[src/rtl/srtcp_pkg.sv]
// ----------------------------------------------------------------------------
// srtcp_pkg
// shared types, character codes and weight tables for the srt cue parser
// ----------------------------------------------------------------------------
package srtcp_pkg;

  // character codes
  localparam logic [7:0] CHAR_LF    = 8'h0A;
  localparam logic [7:0] CHAR_SPACE = 8'h20;
  localparam logic [7:0] CHAR_DASH  = 8'h2D;
  localparam logic [7:0] CHAR_GT    = 8'h3E;
  localparam logic [7:0] CHAR_COLON = 8'h3A;
  localparam logic [7:0] CHAR_COMMA = 8'h2C;
  localparam logic [7:0] CHAR_ZERO  = 8'h30;
  localparam logic [7:0] CHAR_NINE  = 8'h39;

  // positions inside HH:MM:SS,mmm
  localparam logic [3:0] POS_COLON_HM = 4'd2;
  localparam logic [3:0] POS_COLON_MS = 4'd5;
  localparam logic [3:0] POS_COMMA    = 4'd8;
  localparam logic [3:0] POS_FRAC     = 4'd9;
  localparam logic [3:0] POS_END      = 4'd12;

  // length of the " --> " separator
  localparam logic [2:0] ARROW_LEN = 3'd5;

  // result queue depth (one item makes at most two results)
  localparam int QDEPTH = 3;

  typedef enum logic [1:0] {
    PH_NUMBER,
    PH_START,
    PH_END,
    PH_TEXT
  } phase_t;

  typedef logic [1:0] kind_t;
  localparam kind_t KIND_HEADER  = 2'd0;
  localparam kind_t KIND_TEXT    = 2'd1;
  localparam kind_t KIND_CUE_END = 2'd2;

  typedef struct packed {
    kind_t       kind;
    logic [15:0] cue_index;
    logic [31:0] cue_number;
    logic [28:0] start_ms;
    logic [28:0] end_ms;
    logic        start_bad;
    logic        end_bad;
    logic [7:0]  text_byte;
    logic        last_of_run;
  } result_t;

  // non-digit bytes count as zero
  function automatic logic [3:0] digit_of(input logic [7:0] b);
    logic [7:0] d;
    d = b - CHAR_ZERO;
    return (b >= CHAR_ZERO && b <= CHAR_NINE) ? d[3:0] : 4'd0;
  endfunction

  // millisecond weight of a digit in the hours, minutes, seconds part
  function automatic logic [25:0] hms_weight(input logic [3:0] pos);
    logic [25:0] w;
    unique case (pos)
      4'd0:    w = 26'd36000000;
      4'd1:    w = 26'd3600000;
      4'd3:    w = 26'd600000;
      4'd4:    w = 26'd60000;
      4'd6:    w = 26'd10000;
      4'd7:    w = 26'd1000;
      default: w = 26'd0;
    endcase
    return w;
  endfunction

  // weight of a digit in the milliseconds part
  function automatic logic [6:0] frac_weight(input logic [3:0] pos);
    logic [6:0] w;
    unique case (pos)
      4'd9:    w = 7'd100;
      4'd10:   w = 7'd10;
      4'd11:   w = 7'd1;
      default: w = 7'd0;
    endcase
    return w;
  endfunction

  // expected byte of " --> " at a match position
  function automatic logic [7:0] arrow_byte(input logic [2:0] idx);
    logic [7:0] c;
    unique case (idx)
      3'd0:    c = CHAR_SPACE;
      3'd1:    c = CHAR_DASH;
      3'd2:    c = CHAR_DASH;
      3'd3:    c = CHAR_GT;
      3'd4:    c = CHAR_SPACE;
      default: c = 8'h00;
    endcase
    return c;
  endfunction

endpackage

[src/rtl/srtcp_parse.sv]
// ----------------------------------------------------------------------------
// srtcp_parse
// parse state and single-pass update for one byte, up to two results out
// ----------------------------------------------------------------------------
module srtcp_parse (
  input  logic               clk,
  input  logic               rst_n,
  input  logic               step,
  input  logic [7:0]         byte_value,
  input  logic               final_byte,
  output logic [1:0]         res_cnt,
  output srtcp_pkg::result_t res0,
  output srtcp_pkg::result_t res1
);

  srtcp_pkg::phase_t phase_r, phase_nxt;
  logic [31:0] number_acc_r, number_acc_nxt;
  logic [3:0]  char_pos_r, char_pos_nxt;
  logic [9:0]  subfield_acc_r, subfield_acc_nxt;
  logic [28:0] time_acc_r, time_acc_nxt;
  logic        time_bad_r, time_bad_nxt;
  logic [28:0] saved_start_ms_r, saved_start_ms_nxt;
  logic        saved_start_bad_r, saved_start_bad_nxt;
  logic [2:0]  arrow_match_r, arrow_match_nxt;
  logic        pending_lf_r, pending_lf_nxt;
  logic [15:0] cues_done_r, cues_done_nxt;

  logic [3:0]  digit;
  logic [29:0] hms_prod;
  logic [10:0] frac_prod;
  logic [3:0]  f_pos;
  logic [9:0]  f_sub;
  logic [28:0] f_acc;
  logic        f_bad;
  logic        fin_bad;
  logic [28:0] fin_ms;
  logic [2:0]  arrow_inc;
  logic        is_lf;
  srtcp_pkg::result_t blank;

  assign digit     = srtcp_pkg::digit_of(byte_value);
  assign hms_prod  = 30'(digit) * 30'(srtcp_pkg::hms_weight(char_pos_r));
  assign frac_prod = 11'(digit) * 11'(srtcp_pkg::frac_weight(char_pos_r));
  assign is_lf     = (byte_value == srtcp_pkg::CHAR_LF);
  assign arrow_inc = arrow_match_r + 3'd1;

  // one time byte consumed at the current position
  always_comb begin
    f_pos = char_pos_r;
    f_sub = subfield_acc_r;
    f_acc = time_acc_r;
    f_bad = time_bad_r;
    if (char_pos_r < srtcp_pkg::POS_END) begin
      f_pos = char_pos_r + 4'd1;
      if (char_pos_r == srtcp_pkg::POS_COLON_HM || char_pos_r == srtcp_pkg::POS_COLON_MS) begin
        if (byte_value != srtcp_pkg::CHAR_COLON) f_bad = 1'b1;
      end else if (char_pos_r == srtcp_pkg::POS_COMMA) begin
        if (byte_value != srtcp_pkg::CHAR_COMMA) f_bad = 1'b1;
      end else if (char_pos_r >= srtcp_pkg::POS_FRAC) begin
        f_sub = subfield_acc_r + frac_prod[9:0];
      end else begin
        f_acc = time_acc_r + hms_prod[28:0];
      end
    end
    // comma never reached also marks the time bad
    fin_bad = f_bad || (f_pos < srtcp_pkg::POS_FRAC);
    fin_ms  = fin_bad ? 29'd0 : (f_acc + 29'(f_sub));
  end

  always_comb begin
    phase_nxt           = phase_r;
    number_acc_nxt      = number_acc_r;
    char_pos_nxt        = char_pos_r;
    subfield_acc_nxt    = subfield_acc_r;
    time_acc_nxt        = time_acc_r;
    time_bad_nxt        = time_bad_r;
    saved_start_ms_nxt  = saved_start_ms_r;
    saved_start_bad_nxt = saved_start_bad_r;
    arrow_match_nxt     = arrow_match_r;
    pending_lf_nxt      = pending_lf_r;
    cues_done_nxt       = cues_done_r;

    blank             = '0;
    blank.kind        = srtcp_pkg::KIND_TEXT;
    blank.cue_index   = cues_done_r;
    blank.cue_number  = number_acc_r;
    res_cnt           = 2'd0;
    res0              = blank;
    res1              = blank;

    unique case (phase_r)
      srtcp_pkg::PH_NUMBER: begin
        if (is_lf) begin
          phase_nxt        = srtcp_pkg::PH_START;
          char_pos_nxt     = '0;
          subfield_acc_nxt = '0;
          time_acc_nxt     = '0;
          time_bad_nxt     = 1'b0;
          arrow_match_nxt  = '0;
        end else begin
          number_acc_nxt = (number_acc_r << 3) + (number_acc_r << 1) + 32'(digit);
        end
      end
      srtcp_pkg::PH_START: begin
        char_pos_nxt     = f_pos;
        subfield_acc_nxt = f_sub;
        time_acc_nxt     = f_acc;
        time_bad_nxt     = f_bad;
        if (arrow_match_r < srtcp_pkg::ARROW_LEN &&
            byte_value == srtcp_pkg::arrow_byte(arrow_match_r)) begin
          if (arrow_inc == srtcp_pkg::ARROW_LEN) begin
            saved_start_ms_nxt  = fin_ms;
            saved_start_bad_nxt = fin_bad;
            char_pos_nxt        = '0;
            subfield_acc_nxt    = '0;
            time_acc_nxt        = '0;
            time_bad_nxt        = 1'b0;
            arrow_match_nxt     = '0;
            phase_nxt           = srtcp_pkg::PH_END;
          end else begin
            arrow_match_nxt = arrow_inc;
          end
        end else begin
          arrow_match_nxt = (byte_value == srtcp_pkg::CHAR_SPACE) ? 3'd1 : 3'd0;
        end
      end
      srtcp_pkg::PH_END: begin
        char_pos_nxt     = f_pos;
        subfield_acc_nxt = f_sub;
        time_acc_nxt     = f_acc;
        time_bad_nxt     = f_bad;
        if (is_lf) begin
          res_cnt          = 2'd1;
          res0.kind        = srtcp_pkg::KIND_HEADER;
          res0.start_ms    = saved_start_ms_r;
          res0.start_bad   = saved_start_bad_r;
          res0.end_ms      = fin_ms;
          res0.end_bad     = fin_bad;
          char_pos_nxt     = '0;
          subfield_acc_nxt = '0;
          time_acc_nxt     = '0;
          time_bad_nxt     = 1'b0;
          pending_lf_nxt   = 1'b0;
          phase_nxt        = srtcp_pkg::PH_TEXT;
        end
      end
      srtcp_pkg::PH_TEXT: begin
        if (is_lf) begin
          if (pending_lf_r) begin
            // blank line closes the cue
            res_cnt             = 2'd1;
            res0.kind           = srtcp_pkg::KIND_CUE_END;
            cues_done_nxt       = cues_done_r + 16'd1;
            phase_nxt           = srtcp_pkg::PH_NUMBER;
            number_acc_nxt      = '0;
            char_pos_nxt        = '0;
            subfield_acc_nxt    = '0;
            time_acc_nxt        = '0;
            time_bad_nxt        = 1'b0;
            saved_start_ms_nxt  = '0;
            saved_start_bad_nxt = 1'b0;
            arrow_match_nxt     = '0;
            pending_lf_nxt      = 1'b0;
          end else begin
            pending_lf_nxt = 1'b1;
          end
        end else if (pending_lf_r) begin
          // held line break goes out ahead of this byte
          res_cnt         = 2'd2;
          res0.text_byte  = srtcp_pkg::CHAR_LF;
          res1.text_byte  = byte_value;
          pending_lf_nxt  = 1'b0;
        end else begin
          res_cnt        = 2'd1;
          res0.text_byte = byte_value;
        end
      end
      default: ;
    endcase

    // last byte of the file drops any unfinished cue
    if (final_byte) begin
      phase_nxt           = srtcp_pkg::PH_NUMBER;
      number_acc_nxt      = '0;
      char_pos_nxt        = '0;
      subfield_acc_nxt    = '0;
      time_acc_nxt        = '0;
      time_bad_nxt        = 1'b0;
      saved_start_ms_nxt  = '0;
      saved_start_bad_nxt = 1'b0;
      arrow_match_nxt     = '0;
      pending_lf_nxt      = 1'b0;
    end

    if (res_cnt == 2'd2) res1.last_of_run = 1'b1;
    else                 res0.last_of_run = 1'b1;
  end

  always_ff @(posedge clk) begin
    if (!rst_n) begin
      phase_r           <= srtcp_pkg::PH_NUMBER;
      number_acc_r      <= '0;
      char_pos_r        <= '0;
      subfield_acc_r    <= '0;
      time_acc_r        <= '0;
      time_bad_r        <= 1'b0;
      saved_start_ms_r  <= '0;
      saved_start_bad_r <= 1'b0;
      arrow_match_r     <= '0;
      pending_lf_r      <= 1'b0;
      cues_done_r       <= '0;
    end else if (step) begin
      phase_r           <= phase_nxt;
      number_acc_r      <= number_acc_nxt;
      char_pos_r        <= char_pos_nxt;
      subfield_acc_r    <= subfield_acc_nxt;
      time_acc_r        <= time_acc_nxt;
      time_bad_r        <= time_bad_nxt;
      saved_start_ms_r  <= saved_start_ms_nxt;
      saved_start_bad_r <= saved_start_bad_nxt;
      arrow_match_r     <= arrow_match_nxt;
      pending_lf_r      <= pending_lf_nxt;
      cues_done_r       <= cues_done_nxt;
    end
  end

endmodule

[src/rtl/srt_cue_parser_core.sv]
// ----------------------------------------------------------------------------
// srt_cue_parser_core
// streaming srt cue parser: cue number, start/end times in ms, text bytes
// ----------------------------------------------------------------------------
// The core takes srt text one byte per item and emits cue headers (number,
// start and end time in milliseconds with malformed flags), one text byte per
// result, and a cue-end result at the blank line that closes each cue. An
// input item is taken every cycle while the downstream side keeps up: each
// byte passes through an input register, one pass of parse logic and a
// three-entry result queue, and its results show on the out_ ports from the
// head of that queue. A byte that follows a held line break gives two
// results and so occupies the output for both of them; in_stall rises while
// a byte waits in the input register and the result queue holds two or more
// results. out_last_of_run marks the last result caused by an input byte.
// Asserting in_final_byte on the last byte of a file drops any unfinished
// cue and restarts at the number line; the count of completed cues
// (out_cue_index) keeps running.
// ----------------------------------------------------------------------------
module srt_cue_parser_core (
  input  logic        clk,
  input  logic        rst_n,
  // byte input
  input  logic        in_valid,
  output logic        in_stall,
  input  logic [7:0]  in_byte_value,
  input  logic        in_final_byte,
  // results
  output logic        out_valid,
  input  logic        out_stall,
  output logic [1:0]  out_kind,
  output logic [15:0] out_cue_index,
  output logic [31:0] out_cue_number,
  output logic [28:0] out_start_ms,
  output logic [28:0] out_end_ms,
  output logic        out_start_bad,
  output logic        out_end_bad,
  output logic [7:0]  out_text_byte,
  output logic        out_last_of_run
);

  // input register
  logic       in_v_r, in_v_nxt;
  logic [7:0] in_byte_r;
  logic       in_fin_r;
  logic       in_take;

  // parse pass
  logic               step;
  logic [1:0]         res_cnt;
  srtcp_pkg::result_t res0;
  srtcp_pkg::result_t res1;

  // result queue, head at entry 0
  srtcp_pkg::result_t q_r   [srtcp_pkg::QDEPTH];
  srtcp_pkg::result_t q_nxt [srtcp_pkg::QDEPTH];
  srtcp_pkg::result_t q_shift [srtcp_pkg::QDEPTH];
  logic [1:0] q_cnt_r, q_cnt_nxt;
  logic [1:0] q_base;
  logic       pop;

  // the parse step runs only when the queue has room for two results
  assign step     = in_v_r && (q_cnt_r <= 2'd1);
  assign in_stall = in_v_r && (q_cnt_r > 2'd1);
  assign in_take  = in_valid && !in_stall;

  always_comb begin
    in_v_nxt = in_v_r;
    if (in_take)   in_v_nxt = 1'b1;
    else if (step) in_v_nxt = 1'b0;
  end

  always_ff @(posedge clk) begin
    if (!rst_n) begin
      in_v_r <= 1'b0;
    end else begin
      in_v_r <= in_v_nxt;
    end
  end

  always_ff @(posedge clk) begin
    if (in_take) begin
      in_byte_r <= in_byte_value;
      in_fin_r  <= in_final_byte;
    end
  end

  srtcp_parse u_parse (
    .clk        (clk),
    .rst_n      (rst_n),
    .step       (step),
    .byte_value (in_byte_r),
    .final_byte (in_fin_r),
    .res_cnt    (res_cnt),
    .res0       (res0),
    .res1       (res1)
  );

  assign out_valid = (q_cnt_r != 2'd0);
  assign pop       = out_valid && !out_stall;
  assign q_base    = q_cnt_r - 2'(pop);

  always_comb begin
    q_shift[0] = pop ? q_r[1] : q_r[0];
    q_shift[1] = pop ? q_r[2] : q_r[1];
    q_shift[2] = q_r[2];
    for (int i = 0; i < srtcp_pkg::QDEPTH; i++) begin
      q_nxt[i] = q_shift[i];
      if (step && res_cnt != 2'd0 && q_base == 2'(i)) q_nxt[i] = res0;
      if (step && res_cnt == 2'd2 && (q_base + 2'd1) == 2'(i)) q_nxt[i] = res1;
    end
    q_cnt_nxt = q_base + (step ? res_cnt : 2'd0);
  end

  always_ff @(posedge clk) begin
    if (!rst_n) begin
      q_cnt_r <= '0;
    end else begin
      q_cnt_r <= q_cnt_nxt;
    end
  end

  always_ff @(posedge clk) begin
    for (int i = 0; i < srtcp_pkg::QDEPTH; i++) begin
      q_r[i] <= q_nxt[i];
    end
  end

  assign out_kind        = q_r[0].kind;
  assign out_cue_index   = q_r[0].cue_index;
  assign out_cue_number  = q_r[0].cue_number;
  assign out_start_ms    = q_r[0].start_ms;
  assign out_end_ms      = q_r[0].end_ms;
  assign out_start_bad   = q_r[0].start_bad;
  assign out_end_bad     = q_r[0].end_bad;
  assign out_text_byte   = q_r[0].text_byte;
  assign out_last_of_run = q_r[0].last_of_run;

  // queue is empty right after reset
  a_reset_empty: assert property (@(posedge clk) !rst_n |=> !out_valid)
    else $error("result queue not empty after reset");

  // the second result of a pair is already queued behind the first
  a_pair_follows: assert property (@(posedge clk) disable iff (!rst_n)
    out_valid && !out_last_of_run |=> out_valid)
    else $error("first result of a pair without its partner");

  // only headers carry times and flags
  a_times_header_only: assert property (@(posedge clk) disable iff (!rst_n)
    out_valid && out_kind != srtcp_pkg::KIND_HEADER |->
      out_start_ms == '0 && out_end_ms == '0 && !out_start_bad && !out_end_bad)
    else $error("time fields set on a non-header result");

  // only text results carry a byte
  a_text_only: assert property (@(posedge clk) disable iff (!rst_n)
    out_valid && out_kind != srtcp_pkg::KIND_TEXT |-> out_text_byte == '0)
    else $error("text byte set on a non-text result");

  // a bad time always reads as zero
  a_bad_zero: assert property (@(posedge clk) disable iff (!rst_n)
    out_valid && (out_start_bad || out_end_bad) |->
      (!out_start_bad || out_start_ms == '0) && (!out_end_bad || out_end_ms == '0))
    else $error("malformed time with nonzero value");

endmodule
[config.mk]
export PLATFORM = sky130hd
export DESIGN_NAME = srt_cue_parser_core
export DESIGN_NICKNAME = d
export VERILOG_FILES = /design/src/rtl/srtcp_pkg.sv /design/src/rtl/srtcp_parse.sv /design/src/rtl/srt_cue_parser_core.sv
export SDC_FILE = /design/constraint.sdc
export NUM_CORES = 1
export LEC_CHECK = 0
export ABC_AREA = 1
export BUFFER_PORTS_ARGS = -buffer_cell sky130_fd_sc_hd__buf_2
export CAP_MARGIN = 0
export CORE_MARGIN = 10
export CORE_UTILIZATION = 45
export CTS_BUF_LIST = sky130_fd_sc_hd__clkbuf_16
export CTS_CLUSTER_DIAMETER = 80
export DETAILED_ROUTE_END_ITERATION = 16
export MAX_ROUTING_LAYER = met4
export REMOVE_ABC_BUFFERS = 1
export SYNTH_ARGS = -nofsm -noshare
export SYNTH_HDL_FRONTEND = slang
export SYNTH_SLANG_ARGS = --single-unit
[constraint.sdc]
create_clock -name clk -period 7.72 [get_ports clk]
set_input_delay 1.158 -clock clk [delete_from_list [all_inputs] [get_ports clk]]
set_output_delay 1.158 -clock clk [all_outputs]
set_load 0.02 [all_outputs]
Word level (Yosys, flattened, before mapping). Memory sizes are Yosys's and may differ from the RTL's. Index checks and enable logic that the tools add are counted.

Bits in registers: 140. Bits in writable memories: 357. Input bits: 13. Word-level logic and storage cells: 227. Memories kept: 1.

Add/subtract/negate cells: 12. $mul: 2. $lt $le $gt $ge: 8. Equal/unequal tests: 36. Multiplexer cells: 114. Reduce and logical (&&, ||, !) cells: 39.

Memories: q_r (words 3, width 119, read ports 3, clocked after Yosys merged registers in 0, write ports 3, RTL line srt_cue_parser_core.sv:54) `srtcp_pkg::result_t q_r [srtcp_pkg::QDEPTH];`.

Operator list (number): $mux 119 (8); $mux 29 (15); $pmux 26 s6 (1); $mux 32 (4); $mux 60 (2); $pmux 29 s4 (1); $mux 10 (11); $pmux 32 s2 (1); $pmux 29 s2 (1); $mux 8 (7); $pmux 10 s4 (1); $mux 4 (9); $add 32x32->32 (1); $add 32x4->32 (1); $add 29x10->29 (1); $add 29x29->29 (1); $mul 4x26->29 (1); $mux 1 (26); $mux 2 (11); $pmux 7 s3 (1); $mux 3 (6); $ne 3x2->1 const B (6); $pmux 6 s3 (1); $add 16x1->16 const B (1); 50 further kinds (93).

Logic depth before layout (Yosys ltp).
Depth after elaboration: 15. Mapped depth: 43. Gate-level depth less buffers: 42.

Modules after synthesis. Synthesis repeated with hierarchy kept, for this count alone.

Cell total of the unflattened synthesis: 4822. Area total of the unflattened synthesis: 35795.6 um^2.

Modules (own cells, without submodules): srt_cue_parser_core (times used 1, cells an instance 2499, area each 20810.0 um^2, seq. area each 11050.6 um^2); srtcp_parse (times used 1, cells an instance 2323, area each 14985.6 um^2, seq. area each 2562.5 um^2).

Least setup slack after synthesis. OpenSTA, ideal clock, no wires.

Kind: register to register. Start point: register in_byte_r[6]. End point: memory q_r[0][33] (netlist bit). Library setup time: 0.128 ns. Arrival time: 5.996 ns. Required time: 7.592 ns. Setup slack: 1.595 ns. Cell stages (with the launch flop): 39. Path buffers: 0. Cells stage by stage: edfxtp_1 -> inv_1 -> nand2_1 -> nor3_1 -> nand2_1 -> nor2_1 -> inv_1 -> nor2_1 -> inv_1 -> fa_1 -> fa_1 -> fa_1 -> inv_1 -> ha_1 -> nand2_1 -> o21ai_0 -> nand2_1 -> nand2_1 -> [... 3 more ...] -> nand2_1 -> xor2_1 -> o21a_1 -> inv_1 -> ha_1 -> nand2_1 -> nor3_1 -> nand3_1 -> nand3_1 -> inv_1 -> nor3_2 -> nand3_1 -> nor2_2 -> nand3_1 -> nand2_1 -> inv_1 -> nand3_1 -> a21oi_1.

RTL lines: start: declaration (RTL line srt_cue_parser_core.sv:43) `logic [7:0] in_byte_r;`; start signal: assignment (RTL line srt_cue_parser_core.sv:82) `in_byte_r <= in_byte_value;`; end: declaration (RTL line srt_cue_parser_core.sv:54).

==> impl_metrics.csv <==
group,metric,value,unit
outcome,status,"completed",
route,dr.pass1.iters,6,
clock_tree,clk_pin_slew,0.06,ns
critical_path,slowest_stage,"fa_1",
pwr,p_leak,13.4,nW
pwr,internal_power,4.52,mW
critical_path,path_max_fanout,15,
route,via_per_inst,5.18,
final_layout,final_cell_area,31200,µm²
route,drtIter0Drc,1720,
route,ant_nets,0,
timing,fmax,143,MHz
critical_path,critPathMostFrequentCell,"nand2_1",
clock_tree,cts_buffers,54,
critical_path,slowest_delay,0.51,ns
grt,grt.overflow.total,0,
floorplan,placeableCoreArea,64200,µm²
critical_path,worstPathRequired,8.29,ns
synth,syn_inst,3808,
critical_path,arrival,7.57,ns
placement,place_area,29400,µm²
grt,grt_pass1_wl,123000,µm
clock_tree,ctsHoldBuffers,0,
pwr,ir_drop,170,µV
clock_tree,cts.htree.levels,2,
clock_tree,cts_tree,"yes",
timing,report.final.slew_viol_count,0,
critical_path,crit_type,"reg -> reg",
final_layout,synthToLayoutAreaGrowth,7.31,%
route,routed-via-count,24106,
run,max_cap_viol_count,0,
grt,gr-usage-all-layers,20.7,%
timing,tightestPinTransition,1.05,ns
floorplan,rows,93,
critical_path,worstSetupEndpointType,"register",
placement,dp_cells,4548,
floorplan,die_area,75100,µm²
route,wl_per_cell,16.4,µm
critical_path,cp-start-kind,"register",
pwr,power_density,201,nW/µm²
synth,yosys.area.top_type,"dfxtp_1",
timing,post-route-period-util,90.7,%
hold_path,min_path_type,"reg -> reg",
timing,fin_skew,0.0609,ns
synth,yosys_warnings,0,
pwr,combPwrFrac,12.1,%
synth,synth-async-reset-ratio,0,%
floorplan,die_height,274,µm
placement,port_buffers,133,
grt,grt_max_degree,97,
pwr,seqPwrFrac,48.7,%
final_layout,final_cell_count_no_fill,4655,
timing,rsz0062_at_grt,"no",
synth,synth_flop_cell,"dfxtp_1",
pwr,p_clk_share,39.2,%
grt,antenna_found_initial,1,
timing,worst_slew_margin_rel,29.9,%
clock_tree,ctsLongestPathBuffers,3,
critical_path,critPathBufInv,6,
floorplan,die_x,274,µm
critical_path,path_delay_family,"simple AND/OR/NAND/NOR gates",
route,routed_wl,76600,µm
route,drcViolationCount,0,
synth,ys_ff_latch,497,
clock_tree,clock_latency,0.65,ns
synth,synth_area_leaders,"dfxtp_1 22%, edfxtp_1 19%, nand2_1 12%",
placement,hpwl,52900,µm
synth,ys_types,57,
synth,yosys.cell_count.top_type,"nand2_1",
pwr,p_sw,1.75,mW
floorplan,io_pins,134,
timing,holdWs,0.436,ns
placement,gp_congestion,0.939,
synth,avgSynthCellArea,7.63,µm²
synth,synth-edff-count,180,
synth,synthesis.area,29000,µm²
synth,synth_top_area_share,21.8,%
synth,yosysSeqAreaShare,40.5,%
grt,grt_pass1_vias,22962,
final_layout,drive_above_1_share,7.54,%
timing,fin_tns_setup,0,ns
synth,yosys-top-cells-count,"906 x nand2_1, 496 x inv_1, 334 x o21ai_0",
timing,hold_viol,0,
clock_tree,ctsRootBufferMaster,"clkbuf_16",
floorplan,initial_core_util,45.2,%
timing,min_period,7.00,ns
final_layout,final_nets,3976,
clock_tree,clock_sinks,497,
pwr,swShare,27.9,%
timing,finalSetupViolCount,0,
worst reg2reg max path: cells and delay by family, from the launching register on:
family,cells,cell delay [ns]
compound gates,6,0.77
fa+ha+maj,5,2.19
xor+xnor,1,0.15
flops,1,0.38
simple gates,19,2.95
buf+inv,6,0.50
cell type report:
| class | instances | area, µm² |
|---|---|---|
| Antenna cell | 5 | 12.5 |
| Clock buffer | 55 | 1380 |
| Clock inverter | 47 | 309 |
| Fill cell | 6440 | 33100 |
| Inverter | 511 | 1920 |
| Multi-Input combinational cell | 2524 | 13900 |
| Sequential cell | 497 | 11800 |
| Tap cell | 855 | 1070 |
| Timing Repair Buffer | 161 | 876 |
metrics by stage:
step / setup WS (ns) / utilization [%] / total power [mW]
6_report: 0.719 / 48.5 / 6.28
5_1_grt: 0.0222 / 48.5 / 6.54
4_1_cts: 0.522 / 48.5 / 6.34
3_5_place_dp: 0.548 / 45.8 / 3.88
3_3_place_gp: 0.721 / 45.8 / 3.87
2_1_floorplan: -0.399 / - / 3.59
placed cells by master (no fill, tap or decap), types with 7 or more instances in the layout:
| cell type | count |
|---|---|
| o21a_1 | 8 |
| nand3b_1 | 10 |
| nand3_1 | 172 |
| dfxtp_1 | 317 |
| a21oi_1 | 247 |
| inv_1 | 512 |
| buf_4 | 28 |
| o22ai_1 | 17 |
| a31oi_1 | 45 |
| clkbuf_16 | 55 |
| o211ai_1 | 14 |
| clkinv_1 | 17 |
| buf_2 | 133 |
| or2_2 | 13 |
| nand4_1 | 25 |
| inv_2 | 15 |
| nand2_1 | 904 |
| nor2_1 | 319 |
| xnor2_1 | 12 |
| fa_1 | 71 |
| o21ai_0 | 334 |
| edfxtp_1 | 180 |
| o21ai_1 | 60 |
| a2bb2oi_1 | 7 |
| a22oi_1 | 9 |
| ha_1 | 143 |
| xor2_1 | 13 |
| nor3_1 | 28 |
power by group through the flow:
stage	logic [mW]	registers [mW]	clock network (mW)
after detailed placement	0.764	3.11	0
after CTS	0.769	3.06	2.51
final	0.760	3.06	2.46
after floorplan	0.385	3.20	0
after global placement	0.757	3.11	0
after global routing	0.849	3.08	2.61
sequential cells by signal (all words and copies together), names as in the netlist, 2 cells and up:
| name | count |
|---|---|
| q_r | 357 |
| u_parse.number_acc_r | 32 |
| u_parse.saved_start_ms_r | 29 |
| u_parse.time_acc_r | 29 |
| u_parse.cues_done_r | 16 |
| u_parse.subfield_acc_r | 10 |
| in_byte_r | 8 |
| u_parse.char_pos_r | 4 |
| u_parse.arrow_match_r | 3 |
| q_cnt_r | 2 |
| u_parse.phase_r | 2 |
kinds of logic (layout without fill, tap and decap cells):
logic type	count (synthesis)	count (layout)	share of synthesized area, %
buf+inv	787	774	12.0
mux	3	3	0.103
xor+xnor	25	25	0.754
simple gates	1505	1505	21.2
other cells	0	5	0
fa+ha+maj	214	214	11.1
compound gates	777	777	14.4
flops	497	497	40.5
metal layers:
metal	vias to the layer above	GRT usage (%)	wire (µm)
li1	12194	-	-
met1	11253	26.3	34800
met2	543	33.9	36000
met3	116	3.05	3870
met4	0	5.86	1900
met5	-	-	0
worst paths after layout:
path / startpoint / slack [ns] / cells after the start / to
setup reg to reg: in_byte_r[6] / 0.72 / 37 / q_r[0][150]
setup / recovery: in_byte_r[6] / 0.72 / 37 / q_r[0][150]
hold reg to reg: u_parse.time_acc_r[2] / 0.44 / 2 / u_parse.time_acc_r[2]
hold / removal: u_parse.time_acc_r[2] / 0.44 / 2 / u_parse.time_acc_r[2]
what timing repair did:
action	4_1_cts	5_1_grt
setup endpoints to repair	0	45
buffers inserted	0	0
resized for setup	0	6
No activity file was read; power rests on OpenSTA's default activity.
